**src/hw/rtl/psve_pkg.sv**
```systemverilog
// ----------------------------------------------------------------------------
// psve_pkg
// Shared types, constants and table builders for the sine voice engine.
// ----------------------------------------------------------------------------
`default_nettype none

package psve_pkg;

   // Engine geometry
   localparam int VOICE_COUNT  = 16;
   localparam int VOICE_BITS   = 4;
   localparam int AUDIO_RATE   = 44100;
   localparam int SINE_ENTRIES = 1024;
   localparam int SINE_BITS    = 10;
   localparam int PHASE_BITS   = 24;

   // Fixed-point limits
   localparam logic [19:0] AGE_MAX     = 20'hFFFFF;
   localparam logic [16:0] ENV_ONE     = 17'd32768;
   localparam int          CLAMP_LEVEL = 31129;
   // ceil(2^31 / 127): x / 127 == (x * LEVEL_RECIP) >> 31 for x < 2^23
   localparam logic [24:0] LEVEL_RECIP = 25'd16909321;

   // Item kinds
   localparam logic [1:0] KIND_NOTE_ON  = 2'd0;
   localparam logic [1:0] KIND_NOTE_OFF = 2'd1;
   localparam logic [1:0] KIND_TICK     = 2'd2;
   localparam logic [1:0] KIND_IGNORED  = 2'd3;

   // Register indexes
   localparam logic [2:0] REG_MASTER_VOLUME  = 3'd0;
   localparam logic [2:0] REG_ATTACK_LENGTH  = 3'd1;
   localparam logic [2:0] REG_DECAY_LENGTH   = 3'd2;
   localparam logic [2:0] REG_RELEASE_LENGTH = 3'd3;
   localparam logic [2:0] REG_SUSTAIN_LEVEL  = 3'd4;

   typedef logic signed [15:0] sine_table_type [SINE_ENTRIES];
   typedef logic [PHASE_BITS-1:0] incr_table_type [128];

   // Controller to datapath commands
   typedef struct packed {
      logic                  load_req;
      logic                  start_free;
      logic                  scan_init;
      logic                  scan_step;
      logic                  start_chosen;
      logic                  release_voice;
      logic                  tick_load;
      logic                  env_eval;
      logic                  env_capture;
      logic                  mul1;
      logic                  mul2;
      logic                  scale_start;
      logic                  mix_acc;
      logic                  final_mul;
      logic                  out_load;
      logic [VOICE_BITS-1:0] vidx;
   } cmd_type;

   // Datapath to controller status
   typedef struct packed {
      logic [1:0] kind;
      logic       free_any;
      logic       chosen_valid;
      logic       vox_active;
      logic       note_match;
      logic       env_div;
      logic       div_done;
      logic       out_full;
   } status_type;

   localparam logic [16:0] SEMITONE_Q16 [12] = '{
      17'd65536, 17'd69433, 17'd73562, 17'd77936, 17'd82570, 17'd87480,
      17'd92682, 17'd98193, 17'd104032, 17'd110218, 17'd116772, 17'd123715
   };

   localparam longint unsigned PI_Q30 = 64'd3373259426;
   localparam longint unsigned TAYLOR_DIV [7] = '{
      64'd6, 64'd20, 64'd42, 64'd72, 64'd110, 64'd156, 64'd210
   };

   // Sine table, Q1.15, integer Taylor series in Q30
   function automatic sine_table_type build_sine();
      sine_table_type  tbl;
      longint unsigned t, q, r, x, x2, term;
      longint          s, v;
      for (int i = 0; i < SINE_ENTRIES; i++) begin
         t = 64'(4 * i);
         q = t / SINE_ENTRIES;
         r = t % SINE_ENTRIES;
         if (q[0]) r = 64'(SINE_ENTRIES) - r;
         x = (PI_Q30 * r) / (2 * SINE_ENTRIES);
         x2 = (x * x) >> 30;
         term = x;
         s = longint'(x);
         for (int k = 1; k <= 7; k++) begin
            term = (term * x2) >> 30;
            term = term / TAYLOR_DIV[k-1];
            if (k % 2 == 1) s = s - longint'(term);
            else s = s + longint'(term);
         end
         if (s < 0) s = 0;
         v = (s * 32767 + (longint'(1) <<< 29)) >>> 30;
         if (v > 32767) v = 32767;
         tbl[i] = (q >= 2) ? 16'(-v) : 16'(v);
      end
      return tbl;
   endfunction

   // Phase increment per MIDI note
   function automatic incr_table_type build_incr();
      incr_table_type  tbl;
      longint unsigned num, numer;
      int              m;
      for (int n = 0; n < 128; n++) begin
         m = n + 3;
         num = (64'd440 * 64'(SEMITONE_Q16[m % 12])) << (m / 12);
         numer = num << (PHASE_BITS - 22);
         tbl[n] = PHASE_BITS'((numer + AUDIO_RATE / 2) / AUDIO_RATE);
      end
      return tbl;
   endfunction

endpackage

`default_nettype wire

```
**src/hw/rtl/psve_ctrl.sv**
```systemverilog
// ----------------------------------------------------------------------------
// psve_ctrl
// Sequencer for note-on, note-off and tick transactions over the voice bank.
// ----------------------------------------------------------------------------
`default_nettype none

module psve_ctrl (
   input  wire logic                 clock,
   input  wire logic                 reset,
   input  wire logic                 req_accept,
   output logic                      req_ready,
   output psve_pkg::cmd_type         cmd,
   input  wire psve_pkg::status_type status
);

   localparam logic [3:0] ST_IDLE   = 4'd0;
   localparam logic [3:0] ST_DECODE = 4'd1;
   localparam logic [3:0] ST_ONSCAN = 4'd2;
   localparam logic [3:0] ST_ONPICK = 4'd3;
   localparam logic [3:0] ST_OFF    = 4'd4;
   localparam logic [3:0] ST_LOAD   = 4'd5;
   localparam logic [3:0] ST_ENV    = 4'd6;
   localparam logic [3:0] ST_ENVW   = 4'd7;
   localparam logic [3:0] ST_MUL1   = 4'd8;
   localparam logic [3:0] ST_MUL2   = 4'd9;
   localparam logic [3:0] ST_SCALE  = 4'd10;
   localparam logic [3:0] ST_SCW    = 4'd11;
   localparam logic [3:0] ST_NEXT   = 4'd12;
   localparam logic [3:0] ST_FINAL  = 4'd13;
   localparam logic [3:0] ST_OUT    = 4'd14;

   localparam logic [psve_pkg::VOICE_BITS-1:0] LAST_VOICE =
      psve_pkg::VOICE_BITS'(psve_pkg::VOICE_COUNT - 1);

   logic [3:0]                      state_ff, state_in;
   logic [psve_pkg::VOICE_BITS-1:0] vidx_ff, vidx_in;
   logic                            last;

   always_comb begin
      state_in = state_ff;
      vidx_in  = vidx_ff;
      last     = vidx_ff == LAST_VOICE;
      cmd      = '0;
      cmd.vidx = vidx_ff;
      unique case (state_ff)
         ST_IDLE: begin
            if (req_accept) begin
               cmd.load_req = 1'b1;
               state_in     = ST_DECODE;
            end
         end
         ST_DECODE: begin
            vidx_in = '0;
            unique case (status.kind)
               psve_pkg::KIND_NOTE_ON: begin
                  if (status.free_any) begin
                     cmd.start_free = 1'b1;
                     state_in       = ST_IDLE;
                  end else begin
                     cmd.scan_init = 1'b1;
                     state_in      = ST_ONSCAN;
                  end
               end
               psve_pkg::KIND_NOTE_OFF: state_in = ST_OFF;
               psve_pkg::KIND_TICK:     state_in = ST_LOAD;
               default:                 state_in = ST_IDLE;
            endcase
         end
         ST_ONSCAN: begin
            cmd.scan_step = 1'b1;
            vidx_in       = vidx_ff + 1'b1;
            if (last) state_in = ST_ONPICK;
         end
         ST_ONPICK: begin
            cmd.start_chosen = status.chosen_valid;
            state_in         = ST_IDLE;
         end
         ST_OFF: begin
            vidx_in = vidx_ff + 1'b1;
            if (status.note_match) begin
               cmd.release_voice = 1'b1;
               state_in          = ST_IDLE;
            end else if (last) begin
               state_in = ST_IDLE;
            end
         end
         ST_LOAD: begin
            if (status.vox_active) begin
               cmd.tick_load = 1'b1;
               state_in      = ST_ENV;
            end else begin
               state_in = ST_NEXT;
            end
         end
         ST_ENV: begin
            cmd.env_eval = 1'b1;
            state_in     = status.env_div ? ST_ENVW : ST_MUL1;
         end
         ST_ENVW: begin
            if (status.div_done) begin
               cmd.env_capture = 1'b1;
               state_in        = ST_MUL1;
            end
         end
         ST_MUL1: begin
            cmd.mul1 = 1'b1;
            state_in = ST_MUL2;
         end
         ST_MUL2: begin
            cmd.mul2 = 1'b1;
            state_in = ST_SCALE;
         end
         ST_SCALE: begin
            cmd.scale_start = 1'b1;
            state_in        = ST_SCW;
         end
         ST_SCW: begin
            cmd.mix_acc = 1'b1;
            state_in    = ST_NEXT;
         end
         ST_NEXT: begin
            vidx_in  = vidx_ff + 1'b1;
            state_in = last ? ST_FINAL : ST_LOAD;
         end
         ST_FINAL: begin
            cmd.final_mul = 1'b1;
            state_in      = ST_OUT;
         end
         ST_OUT: begin
            if (!status.out_full) begin
               cmd.out_load = 1'b1;
               state_in     = ST_IDLE;
            end
         end
         default: state_in = ST_IDLE;
      endcase
   end

   always_ff @(posedge clock) begin
      if (reset) begin
         state_ff <= ST_IDLE;
         vidx_ff  <= '0;
      end else begin
         state_ff <= state_in;
         vidx_ff  <= vidx_in;
      end
   end

   assign req_ready = state_ff == ST_IDLE;

endmodule

`default_nettype wire

```
**config.mk**
```make
export PLATFORM = sky130hd
export DESIGN_NAME = psve_ctrl
export DESIGN_NICKNAME = d
export VERILOG_FILES = /design/src/hw/rtl/psve_pkg.sv /design/src/hw/rtl/psve_ctrl.sv
export SDC_FILE = /design/constraint.sdc
export NUM_CORES = 1
export LEC_CHECK = 0
export BUFFER_PORTS_ARGS = -buffer_cell sky130_fd_sc_hd__buf_2
export CAP_MARGIN = 20
export CORE_MARGIN = 4
export CORE_UTILIZATION = 48
export CTS_CLUSTER_SIZE = 8
export DETAILED_ROUTE_END_ITERATION = 12
export PLACE_DENSITY = 0.77
export SLEW_MARGIN = 20
export SYNTH_ARGS = -nofsm -noshare
export SYNTH_HDL_FRONTEND = slang
export SYNTH_SLANG_ARGS = --single-unit
```
**constraint.sdc**
```tcl
create_clock -name clock -period 1.9 [get_ports clock]
set_input_delay 0 -clock clock [delete_from_list [all_inputs] [get_ports clock]]
set_output_delay 0 -clock clock [all_outputs]
set_load 0.05 [all_outputs]
```
==> impl_metrics.py <==
metrics = {
    "status": {
        "status": "finished, final reports clean",
    },
    "timing": {
        "setup_viol": 0,
        "relSlewSlack_pct": 64.5,
        "post-route-period-util_pct": 91.0,
        "clock.fmax_ghz": 0.578,
        "fin_tns_setup_ns": 0,
        "worst-slew-pin-transition_ns": 0.532,
        "hold-worst-slack_ns": 0.0302,
        "setup_ws_ns": 0.171,
        "hold_viol": 0,
        "slew_viol_final": 0,
        "rsz0062_at_grt": "false",
        "fin_crit_ns": 1.73,
        "fin_skew_ns": 0.00139,
    },
    "synthesis": {
        "ys_warn_count": 0,
        "ys.flop_type": "dfxtp_1",
        "yosysMostFrequentCell": "nor2_1",
        "postSynthCellCount": 115,
        "syn_area_um2": 857,
        "ys_types": 45,
        "avgSynthCellArea_um2": 7.45,
        "synth_commonest_cells": "nor2_1, a21oi_1, dfxtp_1",
        "synthArstFlopShare_pct": 0,
        "yosysTopAreaCell": "dfxtp_1",
        "synth_seq_cells": 8,
        "syn_nets": 131,
        "ys_seq_area_share_pct": 18.7,
        "synth_top_area_share_pct": 18.7,
        "synth_edf_count": 0,
        "netlist_top_cells_area": "dfxtp_1, a21oi_1, ha_1",
    },
    "floorplanning": {
        "start_util_pct": 50.2,
        "die-height_um": 50.3,
        "core_area_mm2": 0.00171,
        "die_area_mm2": 0.00253,
        "io_pins": 32,
        "rows": 15,
        "die_x_um": 50.3,
    },
    "place": {
        "dpl.hpwl_um": 1760,
        "io_buffers": 31,
        "place_area_mm2": 0.00106,
        "finalWeightedCongestion": 0.855,
        "pre_cts_ws_ns": 0.219,
        "placed_cells": 169,
    },
    "routing": {
        "drt_iter0_drc": 23,
        "wl_um": 2250,
        "ant_nets": 0,
        "vias_per_cell": 5.60,
        "drt-pass1-iter-count": 4,
        "remaining_drc_errors": 0,
        "vias": 963,
        "wl_per_cell_um": 13.1,
    },
    "worst_setup_path": {
        "crit_required_ns": 1.90,
        "crit_path_end_kind": "output pin",
        "arrival_ns": 1.73,
        "worstSetupStartpointType": "register",
        "critPathLaunch": "state_ff[2]",
        "r2r-start": "state_ff[2]",
        "crit_type": "register to output pin",
        "critical_path.max_fanout": 13,
    },
    "cts": {
        "cts_root_buf": "clkbuf_4",
        "clkTransAtPathRegs_ns": 0.05,
        "clk_latency_ns": 0.25,
        "cts_tree": "yes",
        "cts_max_level": 1,
        "clockBufferDepth": 2,
        "cts-buffers-inserted": 3,
        "cts-hold-fix-buffers": 0,
        "clock_sinks": 8,
    },
    "finish": {
        "num_antenna_cells": 0,
        "syn2layout_area_growth_pct": 26.7,
        "final_core_utilization_pct": 63.6,
        "drive_gt1_share_pct": 36.7,
        "final_cell_area_mm2": 0.00109,
        "fin_cells": 172,
        "nNetsFinal": 165,
    },
    "min_path": {
        "hp-start": "reset",
        "hp-class": "input port to register",
    },
    "grt": {
        "grt_max_degree": 17,
        "antenna_found_initial": 0,
        "overflow": 0,
        "gr-usage-all-layers_pct": 18.3,
        "grt_pass1_wl_um": 3700,
        "grt_pass1_vias": 880,
    },
    "power": {
        "power.leakage_nw": 0.522,
        "finalPower_mw": 0.688,
        "powerDensity_mw_per_mm2": 633,
        "ir_drop_uv": 388,
    },
    "flow_run": {
        "maxCapViolCount": 0,
    },
}
==> power by group <==
| group | leakage (nW) | total (mW) | switching (mW) | internal [mW] |
|---|---|---|---|---|
| Clock | 0.0138 | 0.124 | 0.0519 | 0.0719 |
| Combinational | 0.443 | 0.340 | 0.208 | 0.132 |
| Sequential | 0.0652 | 0.224 | 0.0403 | 0.184 |
| Total | 0.522 | 0.688 | 0.301 | 0.387 |
==> critical path: stages, from the launching register on <==
cell,delay (ns)
dfxtp_1,0.65
nor2b_1,0.38
and3_1,0.20
buf_2,0.25
==> area by class of cell <==
class | count | area, um^2
Multi-Input combinational cell | 92 | 648
Fill cell | 162 | 622
Timing Repair Buffer | 36 | 193
Sequential cell | 8 | 161
Tap cell | 25 | 31.3
Inverter | 8 | 30.0
Clock buffer | 3 | 22.5
==> final timing paths <==
check,to,slack (ns),cells past startpoint
worst max-delay path,cmd[10],0.17,3
worst min-delay path,vidx_ff[2],0.03,2
worst max register to register,state_ff[2],0.23,5
worst min register to register,vidx_ff[0],0.53,2
==> flip-flops by register name (all words and copies together), names as in the netlist <==
name,count
state_ff,4
vidx_ff,4
==> routing by layer <==
metal	track usage (%)	share of wire, %	vias up
li1	-	-	479
met1	22.8	43	454
met2	32.4	52	30
met3	4.75	5.2	0
met4	1.84	0	0
met5	0	0	-
==> layout by cell type (no fill, tap or decap), drive strengths merged, types with 2 or more instances in the layout <==
cell / netlist / final
buf: 6 / 36
nor2: 12 / 12
a21oi: 10 / 10
inv: 8 / 8
dfxtp: 8 / 8
nor2b: 7 / 7
nand2b: 6 / 6
nor3: 6 / 6
nand2: 5 / 5
and3: 4 / 4
ha: 4 / 4
o21ai: 4 / 4
nand3: 3 / 3
clkbuf: 1 / 3
and2: 3 / 3
nor3b: 3 / 3
o31ai: 2 / 2
o211ai: 2 / 2
==> cells by family after synthesis <==
logic type,count (synthesis),share of synthesized area [%]
AO/OA/AOI/OAI,30,26.4
buffers and inverters,15,8.03
AND/OR/NAND/NOR,56,38.1
multiplexers,2,2.92
adder cells (fa/ha/maj),4,5.84
flip-flops,8,18.7
==> what timing repair did <==
item	CTS	global route
gates resized for setup	0	2
setup endpoints to repair	0	2
buffers inserted	0	0
hold endpoints to repair	0	0
(Power assumes the default switching activity.)
